[config.mk]
export PLATFORM = sky130hd
export DESIGN_NAME = quad_lane_i2c_master_core
export DESIGN_NICKNAME = d
export VERILOG_FILES = /design/src/sv/qlim_pkg.sv /design/src/sv/quad_lane_i2c_master_core.sv /design/src/sv/qlim_seq.sv /design/src/sv/qlim_skid.sv
export SDC_FILE = /design/constraint.sdc
export NUM_CORES = 1
export LEC_CHECK = 0
export BUFFER_PORTS_ARGS = -buffer_cell sky130_fd_sc_hd__clkbuf_2
export CORE_AREA = 2 2 206 107
export DETAILED_ROUTE_END_ITERATION = 12
export DIE_AREA = 0 0 208 109
export GPL_ROUTABILITY_DRIVEN = 1
export GPL_TIMING_DRIVEN = 0
export PLACE_DENSITY = 0.6
export SLEW_MARGIN = 20
export SYNTH_ARGS = -nofsm -noshare
export SYNTH_HDL_FRONTEND = slang
export SYNTH_SLANG_ARGS = --single-unit
[constraint.sdc]
create_clock -name clk -period 5.4 [get_ports clk]
set_input_delay 0.81 -clock clk [delete_from_list [all_inputs] [get_ports clk]]
set_output_delay 0.81 -clock clk [all_outputs]
set_load 0.03 [all_outputs]
[src/sv/qlim_pkg.sv]
// Shared types and constants of the four-lane I2C master core.
`default_nettype none
package qlim_pkg;

  localparam int unsigned RX_LANES = 4;
  localparam logic [15:0] DELAY_RESET = 16'd50;
  localparam logic [3:0] BITS_PER_BYTE = 4'd8;
  localparam logic [7:0] MSB_MASK = 8'h80;
  localparam logic [7:0] BYTE_MASK = 8'hff;

  typedef enum logic [2:0] {
    OP_NONE    = 3'd0,
    OP_START   = 3'd1,
    OP_RESTART = 3'd2,
    OP_STOP    = 3'd3,
    OP_WRITE   = 3'd4,
    OP_READ    = 3'd5
  } opcode_t;

  typedef enum logic [4:0] {
    PH_IDLE          = 5'd0,
    PH_RS_HIGH       = 5'd1,
    PH_RS_WAIT       = 5'd2,
    PH_ST_SDA_LOW    = 5'd3,
    PH_ST_WAIT       = 5'd4,
    PH_ST_SCL_LOW    = 5'd5,
    PH_WR_BIT        = 5'd6,
    PH_WR_SCL_HIGH   = 5'd7,
    PH_WR_WAIT       = 5'd8,
    PH_WR_SCL_LOW    = 5'd9,
    PH_WR_RELEASE    = 5'd10,
    PH_WR_PULLUP     = 5'd11,
    PH_WR_ACK_HIGH   = 5'd12,
    PH_WR_ACK_LOW    = 5'd13,
    PH_WR_DRIVE      = 5'd14,
    PH_WR_SDA_LOW    = 5'd15,
    PH_SP_SDA_LOW    = 5'd16,
    PH_SP_WAIT       = 5'd17,
    PH_SP_SCL_HIGH   = 5'd18,
    PH_SP_SDA_HIGH   = 5'd19,
    PH_RD_PULLUP     = 5'd20,
    PH_RD_RELEASE    = 5'd21,
    PH_RD_WAIT       = 5'd22,
    PH_RD_SCL_HIGH   = 5'd23,
    PH_RD_SAMPLE_LOW = 5'd24,
    PH_RD_DRIVE      = 5'd25,
    PH_RD_ACK_BIT    = 5'd26,
    PH_RD_ACK_HIGH   = 5'd27,
    PH_RD_ACK_WAIT   = 5'd28,
    PH_RD_ACK_LOW    = 5'd29,
    PH_RD_SDA_LOW    = 5'd30
  } phase_t;

  // Stop sequence steps held in bit_count while waiting.
  localparam logic [3:0] SP_STEP_SCL = 4'd0;
  localparam logic [3:0] SP_STEP_SDA = 4'd1;
  localparam logic [3:0] SP_STEP_END = 4'd2;

  typedef struct packed {
    phase_t      phase;
    logic [3:0]  bit_count;
    logic [15:0] wait_count;
    logic [7:0]  send_shift;
    logic        clock_line;
    logic        data_line;
    logic        data_enable;
    logic        nak_flag;
    logic        ack_flag;
  } seq_state_t;

  // Packed so that the last field sits in the lowest bits.
  typedef struct packed {
    logic [7:0] rx_lane4;
    logic [7:0] rx_lane3;
    logic [7:0] rx_lane2;
    logic [7:0] rx_lane1;
    logic       ack_received;
    logic       done_res;
    logic       busy_res;
    logic       sda_output_enable;
    logic       sda_level;
    logic       scl_level;
  } result_t;

  localparam int unsigned RESULT_W = $bits(result_t);
  localparam int unsigned OUT_DATA_W = ((RESULT_W + 7) / 8) * 8;

endpackage
`default_nettype wire

[src/sv/quad_lane_i2c_master_core.sv]
// Each result is registered in the output buffer before it appears on out_*.
// Throughput: one input transaction per cycle unless the skid stage is full; the
// sequencer state register is updated in a single pass, and the skid stage lets
// input continue while a result waits. Each bus pin change costs one input, each
// delay point delay_ticks inputs, one if zero. Reset (synchronous, rst_n low): idle,
// both lines released high, data driven, delay_ticks back to 50, output buffer empty.
`default_nettype none
module quad_lane_i2c_master_core #(
  parameter int NUM_LANES = 4
) (
  input  wire logic        clk,
  input  wire logic        rst_n,
  // Input channel
  input  wire logic        in_tvalid,
  output logic             in_tready,
  input  wire logic [15:0] in_tdata,  // tx_byte[7:0], nak_after_read[8], sda_in[12:9]
  input  wire logic [2:0]  in_tuser,  // opcode[2:0]
  // Result channel
  output logic             out_tvalid,
  input  wire logic        out_tready,
  // scl_level[0], sda_level[1], sda_output_enable[2], busy_res[3], done_res[4],
  // ack_received[5], rx_lane1[13:6], rx_lane2[21:14], rx_lane3[29:22],
  // rx_lane4[37:30]
  output logic [qlim_pkg::OUT_DATA_W-1:0] out_tdata,
  // Configuration port
  input  wire logic        cfg_psel,
  input  wire logic        cfg_penable,
  input  wire logic        cfg_pwrite,
  input  wire logic [2:0]  cfg_paddr,
  input  wire logic [31:0] cfg_pwdata,
  output logic [31:0]      cfg_prdata,
  output logic             cfg_pready
);

  logic [15:0]       delay_ticks_r;
  logic              cfg_sel_delay;
  logic              step;
  qlim_pkg::result_t seq_result;
  qlim_pkg::result_t out_result;

  // Only the delay register exists, seen at addresses 0 to 3; addresses 4 to 7 lie beyond the register list.
  assign cfg_pready    = 1'b1;
  assign cfg_sel_delay = ~cfg_paddr[2];
  assign cfg_prdata    = cfg_sel_delay ? {16'd0, delay_ticks_r} : 32'd0;

  always_ff @(posedge clk) begin
    if (!rst_n) begin
      delay_ticks_r <= qlim_pkg::DELAY_RESET;
    end else if (cfg_psel && cfg_penable && cfg_pwrite && cfg_pready && cfg_sel_delay) begin
      delay_ticks_r <= cfg_pwdata[15:0];
    end
  end

  assign step = in_tvalid & in_tready;

  qlim_seq #(
    .NUM_LANES(NUM_LANES)
  ) u_seq (
    .clk           (clk),
    .rst_n         (rst_n),
    .step          (step),
    .opcode        (in_tuser),
    .tx_byte       (in_tdata[7:0]),
    .nak_after_read(in_tdata[8]),
    .sda_in        (in_tdata[12:9]),
    .delay_ticks   (delay_ticks_r),
    .result        (seq_result)
  );

  qlim_skid u_skid (
    .clk       (clk),
    .rst_n     (rst_n),
    .push_valid(in_tvalid),
    .push_ready(in_tready),
    .push_data (seq_result),
    .pop_valid (out_tvalid),
    .pop_ready (out_tready),
    .pop_data  (out_result)
  );

  assign out_tdata = {{(qlim_pkg::OUT_DATA_W - qlim_pkg::RESULT_W){1'b0}}, out_result};

  a_accept_gives_result: assert property (@(posedge clk) disable iff (!rst_n)
    (in_tvalid && in_tready) |=> out_tvalid)
    else $error("accepted transaction produced no result");

  a_full_means_presenting: assert property (@(posedge clk) disable iff (!rst_n)
    !in_tready |-> out_tvalid)
    else $error("skid stage occupied while output register is empty");

  a_done_ends_busy: assert property (@(posedge clk) disable iff (!rst_n)
    (out_tvalid && out_result.done_res) |-> !out_result.busy_res)
    else $error("sequence reported done while still busy");

endmodule
`default_nettype wire

[src/sv/qlim_seq.sv]
// Bus sequencer: state registers and the single-tick next-state logic.
`default_nettype none
module qlim_seq #(
  parameter int NUM_LANES = 4
) (
  input  wire logic                clk,
  input  wire logic                rst_n,
  input  wire logic                step,
  input  wire logic [2:0]          opcode,
  input  wire logic [7:0]          tx_byte,
  input  wire logic                nak_after_read,
  input  wire logic [3:0]          sda_in,
  input  wire logic [15:0]         delay_ticks,
  output qlim_pkg::result_t        result
);

  qlim_pkg::seq_state_t st_r, st_nxt, st_ld;
  logic [7:0] rx_r   [NUM_LANES];
  logic [7:0] rx_nxt [NUM_LANES];
  logic [7:0] rx_pad [qlim_pkg::RX_LANES];
  logic [NUM_LANES+3:0] sda_wide;
  logic [15:0] limit;
  logic [15:0] wait_inc;
  logic        wait_hit;
  logic [3:0]  bit_inc;
  logic        done;

  assign sda_wide = {{NUM_LANES{1'b0}}, sda_in};
  assign limit    = (delay_ticks == 16'd0) ? 16'd1 : delay_ticks;

  always_comb begin
    st_ld = st_r;
    if (st_r.phase == qlim_pkg::PH_IDLE &&
        opcode >= 3'(qlim_pkg::OP_START) && opcode <= 3'(qlim_pkg::OP_READ)) begin
      st_ld.send_shift = tx_byte;
      st_ld.nak_flag   = nak_after_read;
      st_ld.bit_count  = 4'd0;
      st_ld.wait_count = 16'd0;
      case (qlim_pkg::opcode_t'(opcode))
        qlim_pkg::OP_START:   st_ld.phase = qlim_pkg::PH_ST_SDA_LOW;
        qlim_pkg::OP_RESTART: st_ld.phase = qlim_pkg::PH_RS_HIGH;
        qlim_pkg::OP_STOP:    st_ld.phase = qlim_pkg::PH_SP_SDA_LOW;
        qlim_pkg::OP_WRITE:   st_ld.phase = qlim_pkg::PH_WR_BIT;
        default:              st_ld.phase = qlim_pkg::PH_RD_PULLUP;
      endcase
    end
  end

  assign wait_inc = st_ld.wait_count + 16'd1;
  assign wait_hit = wait_inc >= limit;
  assign bit_inc  = st_ld.bit_count + 4'd1;

  always_comb begin
    st_nxt = st_ld;
    rx_nxt = rx_r;
    done   = 1'b0;
    case (st_ld.phase)
      qlim_pkg::PH_IDLE: ;
      qlim_pkg::PH_RS_HIGH: begin
        st_nxt.clock_line = 1'b1;
        st_nxt.data_line  = 1'b1;
        st_nxt.phase      = qlim_pkg::PH_RS_WAIT;
      end
      qlim_pkg::PH_RS_WAIT, qlim_pkg::PH_ST_WAIT, qlim_pkg::PH_WR_WAIT,
      qlim_pkg::PH_RD_WAIT, qlim_pkg::PH_RD_ACK_WAIT, qlim_pkg::PH_SP_WAIT: begin
        st_nxt.wait_count = wait_hit ? 16'd0 : wait_inc;
        if (wait_hit) begin
          case (st_ld.phase)
            qlim_pkg::PH_RS_WAIT:     st_nxt.phase = qlim_pkg::PH_ST_SDA_LOW;
            qlim_pkg::PH_ST_WAIT:     st_nxt.phase = qlim_pkg::PH_ST_SCL_LOW;
            qlim_pkg::PH_WR_WAIT:     st_nxt.phase = qlim_pkg::PH_WR_SCL_LOW;
            qlim_pkg::PH_RD_WAIT:     st_nxt.phase = qlim_pkg::PH_RD_SCL_HIGH;
            qlim_pkg::PH_RD_ACK_WAIT: st_nxt.phase = qlim_pkg::PH_RD_ACK_LOW;
            default: begin
              if (st_ld.bit_count == qlim_pkg::SP_STEP_SCL) begin
                st_nxt.phase = qlim_pkg::PH_SP_SCL_HIGH;
              end else if (st_ld.bit_count == qlim_pkg::SP_STEP_SDA) begin
                st_nxt.phase = qlim_pkg::PH_SP_SDA_HIGH;
              end else begin
                st_nxt.phase = qlim_pkg::PH_IDLE;
                done         = 1'b1;
              end
            end
          endcase
        end
      end
      qlim_pkg::PH_ST_SDA_LOW: begin
        st_nxt.data_line = 1'b0;
        st_nxt.phase     = qlim_pkg::PH_ST_WAIT;
      end
      qlim_pkg::PH_ST_SCL_LOW: begin
        st_nxt.clock_line = 1'b0;
        st_nxt.bit_count  = 4'd0;
        st_nxt.phase      = qlim_pkg::PH_WR_BIT;
      end
      qlim_pkg::PH_WR_BIT: begin
        st_nxt.data_line = |(st_ld.send_shift & qlim_pkg::MSB_MASK);
        st_nxt.phase     = qlim_pkg::PH_WR_SCL_HIGH;
      end
      qlim_pkg::PH_WR_SCL_HIGH: begin
        st_nxt.clock_line = 1'b1;
        st_nxt.phase      = qlim_pkg::PH_WR_WAIT;
      end
      qlim_pkg::PH_WR_SCL_LOW: begin
        st_nxt.clock_line = 1'b0;
        st_nxt.send_shift = {st_ld.send_shift[6:0], 1'b0} & qlim_pkg::BYTE_MASK;
        st_nxt.bit_count  = bit_inc;
        st_nxt.phase      = (bit_inc >= qlim_pkg::BITS_PER_BYTE) ?
                            qlim_pkg::PH_WR_RELEASE : qlim_pkg::PH_WR_BIT;
      end
      qlim_pkg::PH_WR_RELEASE: begin
        st_nxt.data_enable = 1'b0;
        st_nxt.phase       = qlim_pkg::PH_WR_PULLUP;
      end
      qlim_pkg::PH_WR_PULLUP: begin
        st_nxt.data_line = 1'b1;
        st_nxt.phase     = qlim_pkg::PH_WR_ACK_HIGH;
      end
      qlim_pkg::PH_WR_ACK_HIGH: begin
        st_nxt.clock_line = 1'b1;
        st_nxt.phase      = qlim_pkg::PH_WR_ACK_LOW;
      end
      qlim_pkg::PH_WR_ACK_LOW: begin
        // Only lane 1 reports the acknowledge.
        st_nxt.ack_flag   = ~sda_in[0];
        st_nxt.clock_line = 1'b0;
        st_nxt.phase      = qlim_pkg::PH_WR_DRIVE;
      end
      qlim_pkg::PH_WR_DRIVE: begin
        st_nxt.data_enable = 1'b1;
        st_nxt.phase       = qlim_pkg::PH_WR_SDA_LOW;
      end
      qlim_pkg::PH_WR_SDA_LOW, qlim_pkg::PH_RD_SDA_LOW: begin
        st_nxt.data_line = 1'b0;
        st_nxt.phase     = qlim_pkg::PH_IDLE;
        done             = 1'b1;
      end
      qlim_pkg::PH_SP_SDA_LOW: begin
        st_nxt.data_line = 1'b0;
        st_nxt.bit_count = qlim_pkg::SP_STEP_SCL;
        st_nxt.phase     = qlim_pkg::PH_SP_WAIT;
      end
      qlim_pkg::PH_SP_SCL_HIGH: begin
        st_nxt.clock_line = 1'b1;
        st_nxt.bit_count  = qlim_pkg::SP_STEP_SDA;
        st_nxt.phase      = qlim_pkg::PH_SP_WAIT;
      end
      qlim_pkg::PH_SP_SDA_HIGH: begin
        st_nxt.data_line = 1'b1;
        st_nxt.bit_count = qlim_pkg::SP_STEP_END;
        st_nxt.phase     = qlim_pkg::PH_SP_WAIT;
      end
      qlim_pkg::PH_RD_PULLUP: begin
        st_nxt.data_line = 1'b1;
        st_nxt.phase     = qlim_pkg::PH_RD_RELEASE;
      end
      qlim_pkg::PH_RD_RELEASE: begin
        st_nxt.data_enable = 1'b0;
        st_nxt.bit_count   = 4'd0;
        st_nxt.phase       = qlim_pkg::PH_RD_WAIT;
      end
      qlim_pkg::PH_RD_SCL_HIGH: begin
        st_nxt.clock_line = 1'b1;
        st_nxt.phase      = qlim_pkg::PH_RD_SAMPLE_LOW;
      end
      qlim_pkg::PH_RD_SAMPLE_LOW: begin
        // Lanes beyond the four sampled lines shift in zero.
        for (int i = 0; i < NUM_LANES; i++) begin
          rx_nxt[i] = {rx_r[i][6:0], sda_wide[i]};
        end
        st_nxt.clock_line = 1'b0;
        st_nxt.bit_count  = bit_inc;
        st_nxt.phase      = (bit_inc >= qlim_pkg::BITS_PER_BYTE) ?
                            qlim_pkg::PH_RD_DRIVE : qlim_pkg::PH_RD_WAIT;
      end
      qlim_pkg::PH_RD_DRIVE: begin
        st_nxt.data_enable = 1'b1;
        st_nxt.phase       = qlim_pkg::PH_RD_ACK_BIT;
      end
      qlim_pkg::PH_RD_ACK_BIT: begin
        st_nxt.data_line = st_ld.nak_flag;
        st_nxt.phase     = qlim_pkg::PH_RD_ACK_HIGH;
      end
      qlim_pkg::PH_RD_ACK_HIGH: begin
        st_nxt.clock_line = 1'b1;
        st_nxt.phase      = qlim_pkg::PH_RD_ACK_WAIT;
      end
      qlim_pkg::PH_RD_ACK_LOW: begin
        st_nxt.clock_line = 1'b0;
        st_nxt.phase      = qlim_pkg::PH_RD_SDA_LOW;
      end
      default: st_nxt.phase = qlim_pkg::PH_IDLE;
    endcase
  end

  always_ff @(posedge clk) begin
    if (!rst_n) begin
      st_r.phase       <= qlim_pkg::PH_IDLE;
      st_r.bit_count   <= 4'd0;
      st_r.wait_count  <= 16'd0;
      st_r.send_shift  <= 8'd0;
      st_r.clock_line  <= 1'b1;
      st_r.data_line   <= 1'b1;
      st_r.data_enable <= 1'b1;
      st_r.nak_flag    <= 1'b0;
      st_r.ack_flag    <= 1'b0;
      for (int i = 0; i < NUM_LANES; i++) begin
        rx_r[i] <= 8'd0;
      end
    end else if (step) begin
      st_r <= st_nxt;
      rx_r <= rx_nxt;
    end
  end

  for (genvar g = 0; g < qlim_pkg::RX_LANES; g++) begin : g_rx
    if (g < NUM_LANES) begin : g_lane
      assign rx_pad[g] = rx_nxt[g];
    end else begin : g_zero
      assign rx_pad[g] = 8'd0;
    end
  end

  always_comb begin
    result.scl_level         = st_nxt.clock_line;
    result.sda_level         = st_nxt.data_line;
    result.sda_output_enable = st_nxt.data_enable;
    result.busy_res          = (st_nxt.phase != qlim_pkg::PH_IDLE);
    result.done_res          = done;
    result.ack_received      = st_nxt.ack_flag;
    result.rx_lane1          = rx_pad[0];
    result.rx_lane2          = rx_pad[1];
    result.rx_lane3          = rx_pad[2];
    result.rx_lane4          = rx_pad[3];
  end

endmodule
`default_nettype wire

[src/sv/qlim_skid.sv]
// Two-entry output buffer: result register plus a skid stage.
`default_nettype none
module qlim_skid (
  input  wire logic              clk,
  input  wire logic              rst_n,
  input  wire logic              push_valid,
  output logic                   push_ready,
  input  wire qlim_pkg::result_t push_data,
  output logic                   pop_valid,
  input  wire logic              pop_ready,
  output qlim_pkg::result_t      pop_data
);

  logic              out_valid_r, out_valid_nxt;
  logic              skid_valid_r, skid_valid_nxt;
  qlim_pkg::result_t out_data_r, out_data_nxt;
  qlim_pkg::result_t skid_data_r, skid_data_nxt;
  logic              push, pop;

  assign push_ready = ~skid_valid_r;
  assign push       = push_valid & push_ready;
  assign pop        = out_valid_r & pop_ready;
  assign pop_valid  = out_valid_r;
  assign pop_data   = out_data_r;

  always_comb begin
    out_valid_nxt  = out_valid_r;
    out_data_nxt   = out_data_r;
    skid_valid_nxt = skid_valid_r;
    skid_data_nxt  = skid_data_r;
    if (!out_valid_r || pop) begin
      out_valid_nxt  = skid_valid_r | push;
      out_data_nxt   = skid_valid_r ? skid_data_r : push_data;
      skid_valid_nxt = 1'b0;
    end else if (push) begin
      // Output stalled: park the new transaction in the skid stage.
      skid_valid_nxt = 1'b1;
      skid_data_nxt  = push_data;
    end
  end

  always_ff @(posedge clk) begin
    if (!rst_n) begin
      out_valid_r  <= 1'b0;
      skid_valid_r <= 1'b0;
    end else begin
      out_valid_r  <= out_valid_nxt;
      skid_valid_r <= skid_valid_nxt;
    end
  end

  always_ff @(posedge clk) begin
    out_data_r  <= out_data_nxt;
    skid_data_r <= skid_data_nxt;
  end

endmodule
`default_nettype wire

==> qor.txt, run 1 <==
setup violators final - 0
Switching Fraction - 0.308
post-CTS setup buffers - 0
outcome - completed
row count - 38
Final min period - 5.15 ns
footprint of the multi-input gates - 4150 sq um
hpwl dp - 18.7 mm
Vias/cell - 5.55
Critical Path AT - 5.44 ns
hold_ws - 0.459 ns
Slowest-stage cell, CP - o32ai_1
prevailing post-synth register cell - dfxtp_1
CTS tree - built
register share of total power - 0.422
global-route usage over all layers - 0.225
grt ovf - 0
VDD IR max - 0.242 mV
sequential cell area fraction in the yosys report - 0.469
Post-Syn Area - 8630 sq um
DIE HEIGHT - 109 um
cell count after synthesis - 919
NetSw - 1.04 mW
first-pass GRT wire length - 38.9 mm
antenna violations before repair - 0
CP cell instances - clkbuf_2 > buf_2 > or3_1 > nand4_1 > clkbuf_2 > and2_1 > ha_1 > nand4_1 > nor3_1 > xnor2_1 > nor2_1 > ha_1 > nand2_1 > o21a_1 > a21oi_1 > o21a_1 > o21ai_0 > o32ai_1 > mux2_2
Critical Path End Type - register
synth-to-layout area growth - 17.6%
DP Area - 9560 sq um
# diodes - 0
Total Routed Length - 25.2 mm
vias post-DR - 7459
DRT iter0 DRCs - 732
Antenna Nets Post-Route - 0
WS Path Type - input pin to register
Synth Area per Inst - 9.39 sq um
slew margin rel. - 0.259
clk sinks - 164
Clock Pin Slew Worst Setup and Hold Paths - 0.07 ns
Inst Count DP - 1311
Die ar. - 22700 sq um
hold buffer count at cts - 0
DRC Markers - 0
CTS Buffer Depth - 2
Synthesis Warnings - 0
Max Transition Viols Final - 0
FFs w/ async S/R, synth - 0
register bit total from synthesis - 164
Slew @ Worst Pin - 1.08 ns
htree depth - 4
Initial Util - 0.411
CP Max Fanout - 10
Internal - 2.35 mW
fin cells - 1343
Hold Crit Class - register to register
IO Count - 136
WP buf/inv - 3
worst skew pair latency - 0.43 ns
drt first pass iters - 8
largest net degree at the start of global routing - 28
number of I/O port buffers - 93
layout cells sized above 1 - 0.233
Leak Pwr - 4.08 nW
Max Freq - 194 MHz
register area - 4040 sq um
Worst Skew - 0.0131 ns
Comb power frac - 0.210
final instance area - 10100 sq um
WL/cell - 18.7 um
hold violation count in the final report - 0
Worst path max stage delay - 0.41 ns
Cell Pwr Density - 334 nW/um^2
FILL cells - 2010
nets@finish - 1131
CP top delay family - simple AND/OR/NAND/NOR gates
Startpoint Class - input pin
RSZ-0062 raised after global routing - false
Unique masters post-synth - 74
CP Data Required Time - 5.69 ns
Num CTS Buffers - 17
Core ar. - 21000 sq um
ratio of final minimum period to clock period - 0.954
Die W - 208 um
CTS root buf - clkbuf_16
Max Cap Viol - 0
vias in the first global route - 6606
post_cts resized - 0
clock share of power - 0.367
RePlAce Congestion - 0.959
Post-synth EDFFs - 76
Final Core Density - 0.483
[worst reg2reg max path: stages, from the launching register on]
cell      delay, ns
dfxtp_1        0.37
nor3_2         0.50
nand4_1        0.60
clkbuf_2       0.38
and2_1         0.23
ha_1           0.25
nand4_1        0.29
nor3_1         0.11
xnor2_1        0.15
nor2_1         0.08
ha_1           0.33
nand2_1        0.05
o21a_1         0.20
a21oi_1        0.21
o21a_1         0.30
o21ai_0        0.19
o32ai_1        0.41
mux2_2         0.29
[cells in the mapped netlist, drive strengths merged (7+ instances only)]
master / number / area share
mux2: 71 / 0.093
xnor2: 7 / 0.0071
nor2: 141 / 0.062
ha: 20 / 0.029
nand2: 97 / 0.042
nor2b: 8 / 0.0058
o211ai: 7 / 0.0061
a22oi: 15 / 0.013
clkbuf: 36 / 0.016
edfxtp: 76 / 0.26
buf: 45 / 0.032
o21ai: 19 / 0.011
a21oi: 43 / 0.026
inv: 24 / 0.010
a31oi: 10 / 0.0073
nand3: 32 / 0.019
dfxtp: 88 / 0.20
nand4: 9 / 0.0065
a211oi: 10 / 0.0093
nor4: 12 / 0.012
nor3: 45 / 0.027
xor2: 12 / 0.012
[layout make-up]
cell class,instances,area share
Buffer,81,0.0411
Tap cell,280,0.0345
Clock buffer,21,0.0434
Multi-Input combinational cell,666,0.409
Timing Repair Buffer,95,0.0498
Clock inverter,11,0.0146
Inverter,25,0.00925
Sequential cell,164,0.399
[registers in the layout, summed over array words and instances (netlist names)]
name,flops
u_seq.rx_r,32
u_skid.skid_valid_r,1
u_skid.pop_valid,1
u_seq.st_ld,4
u_skid.skid_data_r,38
u_skid.pop_data,38
delay_ticks_r,16
u_seq.st_r,34
[metrics by stage]
step           setup slack [ns]  total power, mW  TNS, ns
4_1_cts                   0.274             3.38        0
6_report                  0.246             3.39        0
3_3_place_gp             -0.317             2.15   -12.29
5_1_grt                  0.0339             3.51        0
2_1_floorplan             0.976             1.93        0
3_5_place_dp             -0.114             2.14   -0.761
[logic make-up (layout without fill, tap and decap cells)]
| kind of cell | after synthesis | after routing | share of synthesized area |
|---|---|---|---|
| other | 2 | 19 | 0.000871 |
| and+or+nand+nor | 380 | 380 | 0.204 |
| xor gates and xnor gates | 19 | 19 | 0.0193 |
| buffers and inverters | 106 | 233 | 0.0590 |
| AOI/OAI and AO/OA | 154 | 154 | 0.122 |
| DFF | 164 | 164 | 0.469 |
| adders and majority gates | 20 | 20 | 0.0290 |
| muxes | 74 | 74 | 0.0966 |
[routing by layer]
| metal | part of all wire | vias up | GRT usage |
|---|---|---|---|
| li1 | - | 3534 | - |
| met1 | 0.54 | 3594 | 0.375 |
| met2 | 0.35 | 313 | 0.271 |
| met3 | 0.095 | 18 | 0.0613 |
| met4 | 0.0060 | 0 | 0.0476 |
| met5 | 0 | - | 0 |
[power by group through the flow]
stage / combinational [mW] / clock [mW] / sequential (mW)
CTS: 0.692 / 1.26 / 1.43
detailed placement: 0.686 / 0 / 1.46
global route: 0.768 / 1.31 / 1.44
floorplan: 0.411 / 0 / 1.52
finish: 0.713 / 1.25 / 1.43
global placement: 0.689 / 0 / 1.46
[cell usage in the layout, fill, tap and decap left out, types with 10 or more instances in the layout]
cell type	instances
a21oi_1	41
a22oi_1	15
a31oi_1	10
buf_2	14
buf_4	21
clkbuf_1	39
clkbuf_16	17
clkbuf_2	94
conb_1	19
dfxtp_1	88
edfxtp_1	76
ha_1	20
inv_1	23
mux2_2	70
nand2_1	97
nand3_1	32
nor2_1	139
nor3_1	43
o21ai_0	16
xor2_1	12
[final timing paths]
kind / startpoint / end / slack [ns] / cells past startpoint
worst max-delay path: in_tuser[2] / u_skid.pop_data[4] / 0.25 / 19
worst max register to register: u_seq.st_r[35] / u_skid.pop_data[4] / 0.33 / 17
worst min register to register: u_seq.st_ld[0] / u_seq.st_ld[0] / 0.46 / 2
worst min-delay path: u_seq.st_ld[0] / u_seq.st_ld[0] / 0.46 / 2
Note: power is estimated with default switching activity, not from simulation.
==> run 2, diff against run 1 <==
Settings changed: MAX_ROUTING_LAYER set to met4, RECOVER_POWER set to 25.
==> qor.txt, run 2 (synthesized netlist as in run 1, its figures left out) <==
outcome - finished, violations left
failing checks - max-capacitance violations, max-slew violations
total power - 3.35 mW
Critical Path AT - 5.26 ns
drt first pass iters - 5
CP Max Fanout - 10
synth-to-layout area growth - 17.2%
VDD IR max - 0.214 mV
first-pass GRT wire length - 39.1 mm
Worst Setup Slack, final - 0.491 ns
clk sinks - 164
nets@finish - 1133
Initial Util - 0.411
vias post-DR - 7373
Leak Pwr - 4.01 nW
ratio of final minimum period to clock period - 0.909
WS Path Type - input pin to register
Hold Crit Class - register to register
Total Routed Length - 25.3 mm
setup violators final - 0
most frequent cells in the layout - nor2_1, nand2_1, dfxtp_1
largest net degree at the start of global routing - 42
DIE HEIGHT - 109 um
IO Count - 136
Core ar. - 21000 sq um
slew margin rel. - -0.429
setup_tns - 0 ns
worst skew pair latency - 0.44 ns
r2r startpoint - u_seq.st_r[33]
Final min period - 4.91 ns
commonest non-fill, non-tap cell in the layout - nor2_1
WL/cell - 18.8 um
antenna violations before repair - 0
crit path launch - in_tuser[2]
Critical Path End Type - register
Vias/cell - 5.48
Hold Startpoint - u_seq.st_ld[0]
Max Cap Viol - 1
Startpoint Class - input pin
CTS tree - built
# diodes - 0
Antenna Nets Post-Route - 0
CTS Buffer Depth - 2
Slew @ Worst Pin - 2.14 ns
row count - 38
DRT iter0 DRCs - 873
Cell Pwr Density - 332 nW/um^2
hold violation count in the final report - 0
layout cells sized above 1 - 0.214
CP Data Required Time - 5.75 ns
FILL cells - 1984
Clock Pin Slew Worst Setup and Hold Paths - 0.07 ns
Die W - 208 um
RePlAce Congestion - 0.953
DRC Markers - 0
RSZ-0062 raised after global routing - false
CTS root buf - clkbuf_16
Place WS - -0.239 ns
htree depth - 4
vias in the first global route - 6607
Worst Skew - 0.00644 ns
number of I/O port buffers - 93
Die ar. - 22700 sq um
global-route usage over all layers - 0.235
Max Transition Viols Final - 42
Max Freq - 204 MHz
grt ovf - 0
hpwl dp - 18.8 mm
Num CTS Buffers - 17
==> run 2: cell count changes in the layout (fill, tap and decap cells not counted), moves of 2 or more <==
cell	delta
clkinv_1	-2
buf_4	+3
clkinvlp_4	-2
inv_8	+3
bufinv_16	-3
clkinv_8	+2
clkbuf_1	+23
clkinv_4	+4
clkbuf_2	-27
==> run 2: area by class of cell <==
class                   instances  area [sq um]  area share
multi-input cells             666          4150       0.410
flip-flops and latches        164          4040       0.400
repair buffers                 97           474      0.0469
clock buffers                  18           450      0.0445
plain buffers                  81           417      0.0412
well taps                     280           350      0.0346
clock inverters                14           139      0.0137
inverters                      25          93.8     0.00928
==> run 2: timing repair <==
item                                    in CTS  in global routing
hold buffers                                 0                  0
gates resized for setup                      0                  2
setup buffers                                0                  3
hold endpoints to repair                     0                  0
endpoints found under the setup margin       0                 15
==> run 2: metrics by stage <==
| stage | util | cell area (sq um) | instances | hold slack (ns) |
|---|---|---|---|---|
| floorplan | - | 8690 | 936 | 0.433 |
| finish | 0.481 | 10100 | 1345 | 0.456 |
| CTS | 0.482 | 10100 | 1342 | 0.455 |
| global route | 0.481 | 10100 | 1345 | 0.496 |
| global placement | 0.452 | 9510 | 1309 | 0.441 |
| detailed placement | 0.454 | 9540 | 1310 | 0.444 |
==> run 2: final timing paths <==
kind | endpoint | slack, ns | depth (start not counted)
max | u_seq.st_r[20] | 0.49 | 21
min | u_seq.st_ld[0] | 0.46 | 2
max reg2reg | u_seq.st_r[20] | 0.59 | 20
min reg2reg | u_seq.st_ld[0] | 0.46 | 2
==> run 2: critical path, cell delays in order <==
cell,delay [ns]
clkbuf_2,0.09
buf_2,0.18
or3_1,0.35
nand4_1,0.11
buf_4,0.16
clkbuf_2,0.23
and2_1,0.21
ha_1,0.27
nand4_1,0.33
nor3b_1,0.33
xnor2_1,0.15
nor2_1,0.08
ha_1,0.23
a21o_1,0.15
a21oi_1,0.15
nor2b_1,0.08
or2_2,0.34
nor4_4,0.48
buf_4,0.27
a21oi_1,0.08
nor3_1,0.17
==> run 2: layer usage <==
layer,share of wire,global-route usage
met5,0,-
met2,0.35,0.269
met1,0.55,0.387
met3,0.092,0.0550
met4,0.0085,0.0522
==> run 2: power by group <==
part | total [mW] | switching (mW) | leakage, nW | internal [mW]
sequential | 1.43 | 0.0409 | 1.48 | 1.39
clock | 1.22 | 0.577 | 0.292 | 0.640
combinational | 0.708 | 0.484 | 2.24 | 0.224
total | 3.35 | 1.10 | 4.01 | 2.25
==> run 3, diff against run 2 <==
Settings changed: CORE_AREA 2 2 206 107 to 4 4 213 111, DIE_AREA 0 0 208 109 to 0 0 217 115, SYNTH_HIERARCHICAL set to 1.
==> qor.txt, run 3 <==
hold_ws - 0.492 ns
slew margin rel. - 0.178
hpwl dp - 16.4 mm
setup violators final - 0
DRC Markers - 0
top-area cell type share of the netlist area - 0.252
most frequent cells in the layout - nand2_1, dfxtp_1, edfxtp_1
register bit total from synthesis - 164
Post-Syn Area - 9040 sq um
cells on worst reg2reg path - 21
worst skew pair latency - 0.44 ns
GR Util met3 - 0.0386
antenna violations before repair - 0
WL/cell - 16.9 um
Clock Pin Slew Worst Setup and Hold Paths - 0.07 ns
Num CTS Buffers - 17
Synthesis Warnings - 6
Startpoint Class - register
Slowest-stage cell, CP - a2111o_2
Slew @ Worst Pin - 1.23 ns
Worst Skew - 0.0126 ns
Max Cap Viol - 0
Max Transition Viols Final - 0
GRT busiest layer - met2
Final Core Density - 0.491
drt first pass iters - 5
Hold Crit Depth - 2
Inst Count DP - 1315
# diodes - 0
WS Path Type - register to register
fin cells - 1350
top-count cell post-synth - nand2_1
commonest non-fill, non-tap cell in the layout - nand2_1
r2r startpoint - u_seq/st_r[33]
CP Data Required Time - 5.60 ns
Worst path max stage delay - 0.51 ns
GRT met2 Usage - 0.304
Critical Path End Type - register
Total Routed Length - 22.8 mm
Initial Util - 0.419
crit path launch - u_seq/st_r[33]
first-pass GRT wire length - 36.8 mm
Max Freq - 195 MHz
VDD IR max - 0.208 mV
Hold Startpoint - delay_ticks_r[15]
Critical Path AT - 5.31 ns
Final min period - 5.12 ns
Leak Pwr - 4.58 nW
CTS Buffer Depth - 2
htree depth - 4
outcome - completed
IO Count - 136
CP Max Fanout - 10
Yosys top cell by area - edfxtp_1
DIE HEIGHT - 115 um
CP cell instances - buf_2 > or4_1 > buf_2 > a2111o_2 > and2_1 > ha_1 > and3_1 > clkbuf_1 > nand4_1 > nor2_1 > nand2_1 > xor2_1 > nor2_1 > ha_1 > and4_1 > a311oi_2 > and3_4 > nor3b_1 > a211oi_2 > nand3_2 > mux2_4
FFs w/ async S/R, synth - 0
Die ar. - 25000 sq um
hold violation count in the final report - 0
nets@finish - 1119
Unique masters post-synth - 74
Antenna Nets Post-Route - 0
vias in the first global route - 6920
CP top delay family - simple AND/OR/NAND/NOR gates
CTS root buf - clkbuf_16
RePlAce Congestion - 0.913
global-route usage over all layers - 0.190
ratio of final minimum period to clock period - 0.948
grt met1 use - 0.245
cell count after synthesis - 899
Synth Area per Inst - 10.1 sq um
Core ar. - 21600 sq um
Vias/cell - 5.21
Cell Pwr Density - 303 nW/um^2
Die W - 217 um
CTS tree - built
Post-synth EDFFs - 76
RSZ-0062 raised after global routing - false
Hold Crit Class - register to register
vias post-DR - 7036
synth-to-layout area growth - 17.2%
number of I/O port buffers - 94
largest net degree at the start of global routing - 25
sequential cell area fraction in the yosys report - 0.447
top post-synthesis cells by area - edfxtp_1, dfxtp_1, nand2_1
grt ovf - 0
Levels on crit path - 21
prevailing post-synth register cell - dfxtp_1
Post-synth top cells - nand2_1, dfxtp_1, edfxtp_1, clkbuf_1, mux2_4
layout cells sized above 1 - 0.237
DRT iter0 DRCs - 454
clk sinks - 164
WP buf/inv - 3
row count - 38
run 3: cell count changes after synthesis, sizes merged, moves of 12 or more:
| cell | change |
|---|---|
| mux2i | +30 |
| a21oi | -25 |
| nor2b | +18 |
| nor3 | -38 |
| or2 | +29 |
| mux2 | -31 |
| a22o | +14 |
| nand3 | -12 |
| a22oi | -15 |
| o211a | +33 |
| nor2 | -109 |
| nand2 | +62 |
run 3: timing repair:
action / 4_1_cts / 5_1_grt
buffers inserted: 0 / 6
gates resized for setup: 3 / 4
hold endpoints to repair: 0 / 0
pin swaps: 1 / 4
hold buffers: 0 / 0
setup endpoints to repair: 15 / 2
run 3: cell type report:
| class | count | area [sq um] |
|---|---|---|
| Buffer | 87 | 537 |
| Clock buffer | 18 | 429 |
| Clock inverter | 13 | 134 |
| Fill cell | 2096 | 11000 |
| Inverter | 26 | 97.6 |
| Multi-Input combinational cell | 637 | 4450 |
| Sequential cell | 164 | 4040 |
| Tap cell | 300 | 375 |
| Timing Repair Buffer | 105 | 534 |
run 3: per-layer routing:
layer | up-vias | wire [um]
li1 | 3461 | -
met4 | 0 | 311
met3 | 26 | 904
met1 | 3375 | 10900
met2 | 174 | 10800
met5 | - | 0
run 3: cells by family after synthesis:
| kind of cell | after synthesis | synth area share |
|---|---|---|
| AND/OR/NAND/NOR | 336 | 0.183 |
| multiplexers | 73 | 0.102 |
| buffers and inverters | 115 | 0.0710 |
| flip-flops | 164 | 0.447 |
| adder cells (fa/ha/maj) | 20 | 0.0277 |
| XOR/XNOR | 19 | 0.0184 |
| AO/OA/AOI/OAI | 170 | 0.150 |
| other | 2 | 0.000831 |
run 3: path summary, 6_finish.rpt:
kind	endpoint	slack, ns
setup / recovery	u_skid/pop_data[3]	0.28
hold / removal	delay_ticks_r[15]	0.49
setup reg to reg	u_skid/pop_data[3]	0.28
hold reg to reg	delay_ticks_r[15]	0.49
run 3: metrics by stage:
step                total power [mW]  worst slack, ns  cell area, sq um  TNS [ns]
floorplan                       1.88            0.213              9100         0
global placement                2.04            -2.06              9950    -87.62
detailed placement              2.05            -1.02             10000    -12.65
CTS                             3.24           0.0469             10600         0
global route                    3.36           0.0146             10600         0
finish                          3.21            0.283             10600         0
run 3: worst register-to-register path: cells and delay by family (launching register included):
family | cells | cell delay (ns)
buffers and inverters | 3 | 0.55
xor gates and xnor gates | 1 | 0.15
muxes | 1 | 0.30
and+or+nand+nor | 11 | 2.05
DFF | 1 | 0.30
AOI/OAI and AO/OA | 3 | 1.02
adders and majority gates | 2 | 0.52
run 3: power by group:
part           internal [mW]  switching (mW)
combinational          0.224           0.396
clock                  0.677           0.502
sequential              1.38          0.0305
total                   2.28           0.929
